<file path="config.mk">
export PLATFORM = sky130hd
export DESIGN_NAME = imu_tilt_angle_estimator
export DESIGN_NICKNAME = d
export VERILOG_FILES = /design/src/rtl/itae_pkg.sv /design/src/rtl/imu_tilt_angle_estimator.sv /design/src/rtl/itae_cordic.sv
export SDC_FILE = /design/constraint.sdc
export NUM_CORES = 2
export LEC_CHECK = 0
export ABC_AREA = 1
export BUFFER_PORTS_ARGS = -buffer_cell sky130_fd_sc_hd__buf_2
export CAP_MARGIN = 20
export CORE_MARGIN = 2
export CORE_UTILIZATION = 56
export CTS_CLUSTER_SIZE = 16
export DETAILED_ROUTE_END_ITERATION = 6
export GPL_TIMING_DRIVEN = 0
export PLACE_DENSITY = 0.86
export SETUP_SLACK_MARGIN = 0.15
export SLEW_MARGIN = 30
export SYNTH_ARGS = -nofsm -noshare
export SYNTH_HDL_FRONTEND = slang
export SYNTH_SLANG_ARGS = --single-unit
</file>
<file path="constraint.sdc">
create_clock -name clk -period 8.53 [get_ports clk]
set_clock_uncertainty 0.05 [all_clocks]
set_input_delay 0.853 -clock clk [delete_from_list [all_inputs] [get_ports clk]]
set_output_delay 0.853 -clock clk [all_outputs]
set_load 0.005 [all_outputs]
</file>
<file path="src/rtl/itae_pkg.sv">
// itae_pkg: constants, atan table and shared types for the tilt estimator
// used by itae_cordic and imu_tilt_angle_estimator
`timescale 1ns / 1ps

package itae_pkg;

  localparam int unsigned CORDIC_ITERS = 16;
  localparam int unsigned ITER_W = 4;
  localparam logic [15:0] PERIOD_RESET = 16'd655;
  localparam logic [8:0] WEIGHT_RESET = 9'd0;
  localparam logic signed [15:0] DEG90_Q7 = 16'sd11520;
  localparam logic [23:0] DEG90_Q16 = 24'd5898240;

  localparam logic CFG_SAMPLE_PERIOD = 1'b0;
  localparam logic CFG_GYRO_WEIGHT = 1'b1;

  // atan(2^-i) in degrees, Q.16
  function automatic logic [21:0] atan_lut(input logic [ITER_W-1:0] i);
    logic [21:0] v;
    begin
      unique case (i)
        4'd0: v = 22'd2949120;
        4'd1: v = 22'd1740967;
        4'd2: v = 22'd919879;
        4'd3: v = 22'd466945;
        4'd4: v = 22'd234379;
        4'd5: v = 22'd117304;
        4'd6: v = 22'd58666;
        4'd7: v = 22'd29335;
        4'd8: v = 22'd14668;
        4'd9: v = 22'd7334;
        4'd10: v = 22'd3667;
        4'd11: v = 22'd1833;
        4'd12: v = 22'd917;
        4'd13: v = 22'd458;
        4'd14: v = 22'd229;
        default: v = 22'd115;
      endcase
      return v;
    end
  endfunction

  // control between top level and the cordic unit
  typedef struct packed {
    logic start;
    logic done;
  } cordic_ctl_t;

endpackage

</file>
<file path="src/rtl/imu_tilt_angle_estimator.sv">
// imu_tilt_angle_estimator: accelerometer tilt with gyro complementary filter
// depends on itae_pkg and itae_cordic
`timescale 1ns / 1ps
//
// channel | direction | handshake      | payload
// in      | input     | valid / stall  | accel_x/y/z, rate_x/y
// out     | output    | valid / stall  | roll_angle, pitch_angle, undefined_tilt
// cfg     | input     | valid / ready  | addr (0 period, 1 weight), data
//
// a word runs through serial integrate, square root (24 steps of 2 bits), two
// cordic passes on one shared unit, serial blend and the load of the output
// register. a pass that a special case settles does not start the cordic.
// the output register frees the input side; the next word is taken once the
// previous result is loaded into it. reset is synchronous, active low, and
// clears control state, the integrators and the config registers to their defaults.

module imu_tilt_angle_estimator
  import itae_pkg::*;
(
  input  logic        clk,
  input  logic        rst_n,
  input  logic        in_valid,
  output logic        in_stall,
  input  logic [15:0] in_accel_x,
  input  logic [15:0] in_accel_y,
  input  logic [15:0] in_accel_z,
  input  logic [15:0] in_rate_x,
  input  logic [15:0] in_rate_y,
  output logic        out_valid,
  input  logic        out_stall,
  output logic [15:0] out_roll_angle,
  output logic [15:0] out_pitch_angle,
  output logic        out_undefined_tilt,
  input  logic        cfg_valid,
  output logic        cfg_ready,
  input  logic        cfg_addr,
  input  logic [15:0] cfg_data
);

  typedef enum logic [6:0] {
    S_IDLE  = 7'b0000001,
    S_INTEG = 7'b0000010,
    S_SQRT  = 7'b0000100,
    S_ROLL  = 7'b0001000,
    S_PITCH = 7'b0010000,
    S_BLEND = 7'b0100000,
    S_OUT   = 7'b1000000
  } state_t;

  state_t state_r, state_nxt;
  logic [15:0] period_r;
  logic [8:0] weight_r;
  logic signed [39:0] roll_int_r, pitch_int_r;
  logic signed [15:0] last_rx_r, last_ry_r;
  logic signed [15:0] ax_r, ay_r, az_r, rx_r, ry_r;
  logic [5:0] cnt_r;
  logic signed [15:0] roll_acc_r, pitch_acc_r;
  logic out_valid_r;
  logic [15:0] out_roll_r, out_pitch_r;
  logic out_flag_r;

  logic in_acc, out_free;
  assign out_free = !out_valid_r || !out_stall;
  assign in_stall = (state_r != S_IDLE);
  assign in_acc = in_valid && !in_stall;
  assign cfg_ready = 1'b1;

  // configuration registers
  always_ff @(posedge clk) begin
    if (!rst_n) begin
      period_r <= PERIOD_RESET; weight_r <= WEIGHT_RESET;
    end else if (cfg_valid) begin
      unique case (cfg_addr)
        CFG_SAMPLE_PERIOD: period_r <= cfg_data;
        CFG_GYRO_WEIGHT: weight_r <= cfg_data[8:0];
        default: ;
      endcase
    end
  end

  // magnitudes
  logic [15:0] aax, aay, aaz;
  assign aax = ax_r[15] ? 16'(-ax_r) : ax_r;
  assign aay = ay_r[15] ? 16'(-ay_r) : ay_r;
  assign aaz = az_r[15] ? 16'(-az_r) : az_r;

  // bit-serial integration: shift-add of rate sum by period bits
  logic signed [16:0] rsx_r, rsy_r;
  logic [15:0] psh_r;
  logic signed [33:0] prx_r, pry_r;
  logic signed [39:0] sum_x, sum_y;
  logic signed [40:0] accx, accy;
  logic signed [28:0] incx, incy;
  assign incx = 29'((prx_r + 34'sd16) >>> 5);
  assign incy = 29'((pry_r + 34'sd16) >>> 5);
  assign accx = 41'(roll_int_r) + 41'(incx);
  assign accy = 41'(pitch_int_r) + 41'(incy);

  function automatic logic signed [39:0] sat40(input logic signed [40:0] v);
    begin
      if (v[40] != v[39]) return v[40] ? {1'b1, 39'd0} : {1'b0, {39{1'b1}}};
      return v[39:0];
    end
  endfunction
  assign sum_x = sat40(accx);
  assign sum_y = sat40(accy);

  // bit-serial square root of (ay^2 + az^2) << 16, 2 bits per cycle
  logic [47:0] sq_rad_r;
  logic [25:0] sq_root_r;
  logic [27:0] sq_rem_r;
  logic [27:0] sq_trial;
  logic [27:0] sq_rem_sh;
  assign sq_rem_sh = {sq_rem_r[25:0], sq_rad_r[47:46]};
  assign sq_trial = sq_rem_sh - {sq_root_r[25:0], 2'b01};
  logic [31:0] sumsq;
  assign sumsq = 32'(aay) * 32'(aay) + 32'(aaz) * 32'(aaz);

  // shared cordic
  logic c_start;
  logic [39:0] c_y, c_x;
  cordic_ctl_t c_ctl;
  logic [15:0] c_angle;
  itae_cordic u_cordic (
    .clk(clk), .rst_n(rst_n), .start(c_start), .y_in(c_y), .x_in(c_x),
    .ctl(c_ctl), .angle(c_angle)
  );

  logic roll_flag, roll_ok, pitch_ok;
  assign roll_flag = (ay_r == 0) && (az_r == 0);
  assign roll_ok = !roll_flag && (ay_r != 0) && (az_r != 0);
  assign pitch_ok = (ax_r != 0) && (sq_root_r != 0);
  logic roll_neg;
  assign roll_neg = (ay_r[15] != az_r[15] && az_r != 0) || (az_r == 0 && ay_r[15]);

  logic c_busy_r;

  // blend: serial multiply of gyro Q16 by w, accel by (256-w)
  logic [8:0] w_sat, wsh_r, wish_r;
  assign w_sat = (weight_r > 9'd256) ? 9'd256 : weight_r;
  logic signed [49:0] br_r, bp_r;
  logic signed [49:0] rr, rp;
  assign rr = (br_r + 50'sd65536) >>> 17;
  assign rp = (bp_r + 50'sd65536) >>> 17;
  function automatic logic [15:0] sat16(input logic signed [49:0] v);
    begin
      if (v > 50'sd32767) return 16'h7fff;
      if (v < -50'sd32768) return 16'h8000;
      return v[15:0];
    end
  endfunction

  always_comb begin
    c_start = 1'b0; c_y = '0; c_x = '0;
    if (state_r == S_SQRT && cnt_r == 6'd24) begin
      c_start = roll_ok;
      c_y = {16'd0, aay, 8'd0}; c_x = {16'd0, aaz, 8'd0};
    end else if (state_r == S_ROLL && (c_ctl.done || !c_busy_r)) begin
      c_start = pitch_ok;
      c_y = {16'd0, aax, 8'd0}; c_x = {14'd0, sq_root_r};
    end
  end

  always_comb begin
    state_nxt = state_r;
    unique case (state_r)
      S_IDLE: if (in_acc) state_nxt = S_INTEG;
      S_INTEG: if (cnt_r == 6'd15) state_nxt = S_SQRT;
      S_SQRT: if (cnt_r == 6'd24) state_nxt = S_ROLL;
      S_ROLL: if (c_ctl.done || !c_busy_r) state_nxt = S_PITCH;
      S_PITCH: if (c_ctl.done || !c_busy_r) state_nxt = S_BLEND;
      S_BLEND: if (cnt_r == 6'd8) state_nxt = S_OUT;
      S_OUT: if (out_free) state_nxt = S_IDLE;
      default: state_nxt = S_IDLE;
    endcase
  end

  always_ff @(posedge clk) begin
    if (!rst_n) begin
      state_r <= S_IDLE; cnt_r <= '0; c_busy_r <= 1'b0; out_valid_r <= 1'b0;
      roll_int_r <= '0; pitch_int_r <= '0; last_rx_r <= '0; last_ry_r <= '0;
    end else begin
      state_r <= state_nxt;
      if (state_nxt != state_r) cnt_r <= '0;
      else cnt_r <= cnt_r + 1'b1;
      if (c_start) c_busy_r <= 1'b1;
      else if (c_ctl.done) c_busy_r <= 1'b0;
      // output valid: load beats release
      if (state_r == S_OUT && out_free) out_valid_r <= 1'b1;
      else if (out_valid_r && !out_stall) out_valid_r <= 1'b0;
      // load the captured word
      if (in_acc) begin
        ax_r <= in_accel_x; ay_r <= in_accel_y; az_r <= in_accel_z;
        rx_r <= in_rate_x; ry_r <= in_rate_y;
        rsx_r <= 17'(signed'(in_rate_x)) + 17'(last_rx_r);
        rsy_r <= 17'(signed'(in_rate_y)) + 17'(last_ry_r);
        psh_r <= period_r; prx_r <= '0; pry_r <= '0;
      end
      // period bits msb first
      if (state_r == S_INTEG) begin
        prx_r <= (prx_r <<< 1) + (psh_r[15] ? 34'(rsx_r) : 34'sd0);
        pry_r <= (pry_r <<< 1) + (psh_r[15] ? 34'(rsy_r) : 34'sd0);
        psh_r <= psh_r << 1;
        if (cnt_r == 6'd15) begin
          last_rx_r <= rx_r; last_ry_r <= ry_r;
          sq_rad_r <= {sumsq, 16'd0}; sq_root_r <= '0; sq_rem_r <= '0;
        end
      end
      if (state_r == S_SQRT && cnt_r == 6'd0) begin
        roll_int_r <= sum_x; pitch_int_r <= sum_y;
      end
      if (state_r == S_SQRT && cnt_r != 6'd24) begin
        sq_rad_r <= sq_rad_r << 2;
        if (!sq_trial[27]) begin
          sq_rem_r <= sq_trial; sq_root_r <= {sq_root_r[24:0], 1'b1};
        end else begin
          sq_rem_r <= sq_rem_sh; sq_root_r <= {sq_root_r[24:0], 1'b0};
        end
      end
      if (state_r == S_SQRT && cnt_r == 6'd24) begin
        if (roll_flag || ay_r == 0) roll_acc_r <= '0;
        else roll_acc_r <= roll_neg ? -DEG90_Q7 : DEG90_Q7;
      end
      if (state_r == S_ROLL && c_ctl.done)
        roll_acc_r <= roll_neg ? 16'(-c_angle) : c_angle;
      if (state_r == S_ROLL && state_nxt == S_PITCH) begin
        if (ax_r == 0) pitch_acc_r <= '0;
        else pitch_acc_r <= ax_r[15] ? -DEG90_Q7 : DEG90_Q7;
      end
      if (state_r == S_PITCH && c_ctl.done)
        pitch_acc_r <= ax_r[15] ? 16'(-c_angle) : c_angle;
      // serial blend over 9 weight bits, msb first
      if (state_r == S_PITCH && state_nxt == S_BLEND) begin
        br_r <= '0; bp_r <= '0; wsh_r <= w_sat; wish_r <= 9'd256 - w_sat;
      end
      if (state_r == S_BLEND) begin
        br_r <= (br_r <<< 1) + (wsh_r[8] ? 50'(roll_int_r) : 50'sd0)
              + (wish_r[8] ? 50'(roll_acc_r) * 50'sd512 : 50'sd0);
        bp_r <= (bp_r <<< 1) + (wsh_r[8] ? 50'(pitch_int_r) : 50'sd0)
              + (wish_r[8] ? 50'(pitch_acc_r) * 50'sd512 : 50'sd0);
        wsh_r <= wsh_r << 1; wish_r <= wish_r << 1;
      end
      if (state_r == S_OUT && out_free) begin
        out_roll_r <= sat16(rr); out_pitch_r <= sat16(rp);
        out_flag_r <= roll_flag;
      end
    end
  end

  assign out_valid = out_valid_r;
  assign out_roll_angle = out_roll_r;
  assign out_pitch_angle = out_pitch_r;
  assign out_undefined_tilt = out_flag_r;

  // checks
  a_no_accept_busy: assert property (@(posedge clk) disable iff (!rst_n)
    (state_r != S_IDLE) |-> in_stall) else $error("accept while busy");
  a_out_hold: assert property (@(posedge clk) disable iff (!rst_n)
    (out_valid && out_stall) |=> $stable(out_roll_angle)) else $error("out changed");
  a_cordic_start: assert property (@(posedge clk) disable iff (!rst_n)
    c_start |-> !c_busy_r || c_ctl.done) else $error("cordic restart");

endmodule

</file>
<file path="src/rtl/itae_cordic.sv">
// itae_cordic: iterative vectoring cordic, atan(y/x) in Q9.7 degrees, y,x >= 0
// depends on itae_pkg
`timescale 1ns / 1ps

module itae_cordic
  import itae_pkg::*;
(
  input  logic               clk,
  input  logic               rst_n,
  input  logic               start,
  input  logic [39:0]        y_in,
  input  logic [39:0]        x_in,
  output cordic_ctl_t        ctl,
  output logic [15:0]        angle
);

  logic signed [41:0] x_r, x_nxt, y_r, y_nxt;
  logic signed [25:0] z_r, z_nxt;
  logic [ITER_W-1:0] it_r, it_nxt;
  logic busy_r, busy_nxt, done_r, done_nxt;
  logic signed [41:0] dx, dy;
  logic [23:0] zc;
  logic [24:0] zr;

  assign dx = y_r >>> it_r;
  assign dy = x_r >>> it_r;

  // one micro-rotation per cycle
  always_comb begin
    x_nxt = x_r; y_nxt = y_r; z_nxt = z_r;
    it_nxt = it_r; busy_nxt = busy_r; done_nxt = 1'b0;
    if (start) begin
      x_nxt = $signed({2'b00, x_in});
      y_nxt = $signed({2'b00, y_in});
      z_nxt = '0; it_nxt = '0; busy_nxt = 1'b1;
    end else if (busy_r) begin
      if (!y_r[41]) begin
        x_nxt = x_r + dx; y_nxt = y_r - dy;
        z_nxt = z_r + $signed({4'd0, atan_lut(it_r)});
      end else begin
        x_nxt = x_r - dx; y_nxt = y_r + dy;
        z_nxt = z_r - $signed({4'd0, atan_lut(it_r)});
      end
      it_nxt = it_r + 1'b1;
      if (it_r == ITER_W'(CORDIC_ITERS - 1)) begin
        busy_nxt = 1'b0; done_nxt = 1'b1;
      end
    end
  end

  always_ff @(posedge clk) begin
    if (!rst_n) begin
      busy_r <= 1'b0; done_r <= 1'b0; it_r <= '0;
    end else begin
      busy_r <= busy_nxt; done_r <= done_nxt; it_r <= it_nxt;
    end
    x_r <= x_nxt; y_r <= y_nxt; z_r <= z_nxt;
  end

  // clamp to [0, 90] and round to Q.7
  always_comb begin
    if (z_r < 0) zc = '0;
    else if (z_r > $signed({2'b00, DEG90_Q16})) zc = DEG90_Q16;
    else zc = z_r[23:0];
    zr = {1'b0, zc} + 25'd256;
  end

  assign angle = zr[24:9];
  assign ctl.start = start;
  assign ctl.done = done_r;

endmodule
</file>
==> flow_metrics.env <==
export IMPL_wire_per_inst_microns=21.43
export IMPL_worstMarginPinSlew_ps=1164
export IMPL_synth_top_family_by_area="adder cells"
export IMPL_clk_latency_ps=770
export IMPL_synth_area_sq_um=79010
export IMPL_first_pass_iters=7
export IMPL_synth_compound_area_share_pct=15.79
export IMPL_multi_input_area_sq_um=52280
export IMPL_syn_instance_count=10610
export IMPL_clockBufferDepth=3
export IMPL_cp_startpoint="ay_r[0]$_DFFE_PP_"
export IMPL_slew_headroom_pct=22.14
export IMPL_rows=137
export IMPL_coreArea_sq_um=139700
export IMPL_fin_crit_sh_pct=105.7
export IMPL_drt_drc_violations_left=5
export IMPL_final_cell_area_sq_um=89540
export IMPL_ys_flop_type="edfxtp_1"
export IMPL_hpwlAfterDp_microns=219500
export IMPL_track_usage_pct=37.13
export IMPL_cts_num_sinks=754
export IMPL_antenna_found_initial=25
export IMPL_cts_tree="built"
export IMPL_yosysTopAreaCellShare_pct=20.68
export IMPL_hold_violations=0
export IMPL_die_height_microns=379.6
export IMPL_period_minus_slack_ps=9020
export IMPL_dpl_cell_area_sq_um=82800
export IMPL_crit_required_ps=9050
export IMPL_cp_endpoint="sq_rad_r[46]$_DFFE_PP_"
export IMPL_r2r_slack_ps=-490
export IMPL_cap_violations=0
export IMPL_slowest_delay_ps=600
export IMPL_fp_dieW_microns=379.6
export IMPL_dr_total_vias=77980
export IMPL_fill_cells=11670
export IMPL_syn_avg_cell_area_sq_um=7.450
export IMPL_layout_setup_ws_ps=-489.8
export IMPL_synthSimpleGateAreaFrac_pct=21.31
export IMPL_numCtsBuffers=89
export IMPL_synthTopCellsByArea="edfxtp_1 (21%), fa_1 (12%), nand2_1 (10%), ha_1 (9.9%), inv_1 (8.3%)"
export IMPL_synth_edf_count=544
export IMPL_htree_levels=3
export IMPL_synth_xor_area_share_pct=4.789
export IMPL_port_buffers=136
export IMPL_wirelength_microns=279900
export IMPL_layout_common_cells="nand2_1 (2064), inv_1 (1684), nor2_1 (1017)"
export IMPL_yosys_area_top_type="edfxtp_1"
export IMPL_cp_start_kind="flip-flop"
export IMPL_wl_met3_microns=32370
export IMPL_violations="DRC, setup timing"
export IMPL_max_freq_ghz=0.1109
export IMPL_layout_drive_gt1_share_pct=9.905
export IMPL_synthMuxAreaShare_pct=0.1663
export IMPL_slew_violations=0
export IMPL_grt_ovfl_total=0
export IMPL_rsz0062_at_grt="yes"
export IMPL_wl_met2_microns=119200
export IMPL_r2r_start="ay_r[0]$_DFFE_PP_"
export IMPL_status="finished with violations"
export IMPL_grt_pass1_vias=74470
export IMPL_worstPathArrival_ps=9540
export IMPL_cts_reportedPaths_clkPinSlew_ps=60
export IMPL_gp_congestion=1.037
export IMPL_hp_class="input port to flip-flop"
export IMPL_cts_root_buf="clkbuf_16"
export IMPL_vias_per_cell=5.968
export IMPL_pin_count=138
export IMPL_hold_buffers=0
export IMPL_drt_initial_drc_count=9038
export IMPL_criticalPathCategory="flip-flop to flip-flop"
export IMPL_top_layer="met5"
export IMPL_r2r_end="sq_rad_r[46]$_DFFE_PP_"
export IMPL_yosys_warnings=0
export IMPL_final_common_cell="nand2_1"
export IMPL_start_util_pct=56.56
export IMPL_met1_length_microns=113000
export IMPL_grt_pass1_wl_microns=421100
export IMPL_path_max_fanout=6
export IMPL_synth_cell_types=80
export IMPL_die_area_sq_um=144100
export IMPL_nets=12310
export IMPL_area_growth_pct=13.32
export IMPL_ant_nets=0
export IMPL_crit_slowest_cell="fa_1"
export IMPL_r2r_cells=36
export IMPL_ys_ff_latch=754
export IMPL_grt_max_degree=42
export IMPL_synthAdderAreaFrac_pct=22.02
export IMPL_seq_area_frac_synth_pct=26.00
export IMPL_cpMostUsedCell="fa_1"
export IMPL_seq_area_sq_um=20540
export IMPL_setup_violations=17
export IMPL_async_reset_ff_share_pct=0
export IMPL_cp_end_kind="flip-flop"
-- flip-flops by register name (all words and copies together) (netlist names), 17 cells and up, named ones only --
signal	flops
u_cordic.y_r	42
sq_rem_r	26
prx_r	34
rsx_r	17
u_cordic.x_r	42
br_r	50
sq_rad_r	32
roll_int_r	40
rsy_r	17
sq_root_r	26
bp_r	50
pry_r	34
u_cordic.z_r	26
pitch_int_r	40
-- per-stage QoR --
step | TNS, ps | utilization [%] | worst slack (ps) | hold WS, ps | instances
3_5_place_dp | -43480 | 59.27 | -2569 | 396.7 | 12670
3_3_place_gp | -700310 | 58.79 | -3192 | 392.7 | 12640
4_1_cts | 0 | 63.04 | 73.69 | 173.0 | 12980
2_1_floorplan | 0 | - | 103.2 | 379.2 | 10630
6_report | -3391 | 64.09 | -489.8 | 206.6 | 13070
5_1_grt | -6904 | 64.07 | -517.3 | 189.0 | 13050
-- what timing repair did --
item | CTS | global route
gates resized for setup | 282 | 244
buffers inserted | 143 | 71
gates cloned | 1 | 0
pin swaps | 109 | 116
setup endpoints to repair | 24 | 21
-- synthesized netlist by cell type, types with 24 or more instances --
library cell / count
nor3_1: 118
or2_2: 41
o21ai_1: 106
o21ai_0: 712
o21ai_2: 24
a21o_1: 32
o22ai_1: 30
fa_1: 478
xor2_1: 268
nand2_1: 2118
dfxtp_1: 210
a21boi_0: 24
edfxtp_1: 544
nor4_1: 31
o211ai_1: 40
o21a_1: 107
o21bai_1: 38
nand4_1: 127
clkbuf_1: 158
ha_1: 626
nor2_2: 24
nand3_1: 395
a31oi_1: 100
inv_1: 1743
nor2_1: 1072
buf_2: 52
buf_1: 28
a21oi_1: 909
xnor2_1: 164
-- cell type report --
class | count | share of cell area [%]
clock inverter | 53 | 0.7392
tap | 1876 | 2.622
multi-input combinational | 7847 | 58.38
sequential | 754 | 22.94
buffer | 260 | 1.569
clock buffer | 114 | 2.717
timing repair buffer | 379 | 3.503
antenna | 13 | 0.03633
inverter | 1769 | 7.490
-- layer usage --
layer | vias to the layer above | track usage [%]
li1 | 35870 | -
met1 | 36750 | 50.92
met2 | 4465 | 56.76
met3 | 882 | 7.954
met4 | 14 | 15.76
met5 | - | 0
-- worst max-delay path, delay by kind of cell, from the launching register on --
kind                       cells  cell delay (ps)
adders and majority gates     10             4390
and+or+nand+nor                9             1550
AOI/OAI and AO/OA              5             1090
DFF                            1              370
buffers and inverters         12             1390
-- kinds of logic after synthesis --
| family | after synthesis |
|---|---|
| flops | 754 |
| simple gates | 4034 |
| mux | 13 |
| other cells | 2 |
| fa+ha+maj | 1104 |
| compound gates | 2238 |
| xor+xnor | 432 |
| buf+inv | 2029 |
-- how the worst min path moves through the flow --
| stage | startpoint | cells after the start | slack (ps) | to |
|---|---|---|---|---|
| after floorplan | period_r[1]$_SDFFE_PN1P_ | 2 | 380 | period_r[1]$_SDFFE_PN1P_ |
| after CTS | in_accel_z[0] | 1 | 170 | az_r[0]$_DFFE_PP_ |
| final | in_accel_z[0] | 1 | 210 | az_r[0]$_DFFE_PP_ |
| after detailed placement | period_r[1]$_SDFFE_PN1P_ | 2 | 400 | period_r[1]$_SDFFE_PN1P_ |
| after global routing | in_accel_z[0] | 1 | 190 | az_r[0]$_DFFE_PP_ |
| after global placement | cnt_r[0]$_SDFF_PP0_ | 1 | 390 | cnt_r[0]$_SDFF_PP0_ |
Power is not shown: default switching activity piles up to over one toggle a cycle in this logic, so the estimate is an artifact.
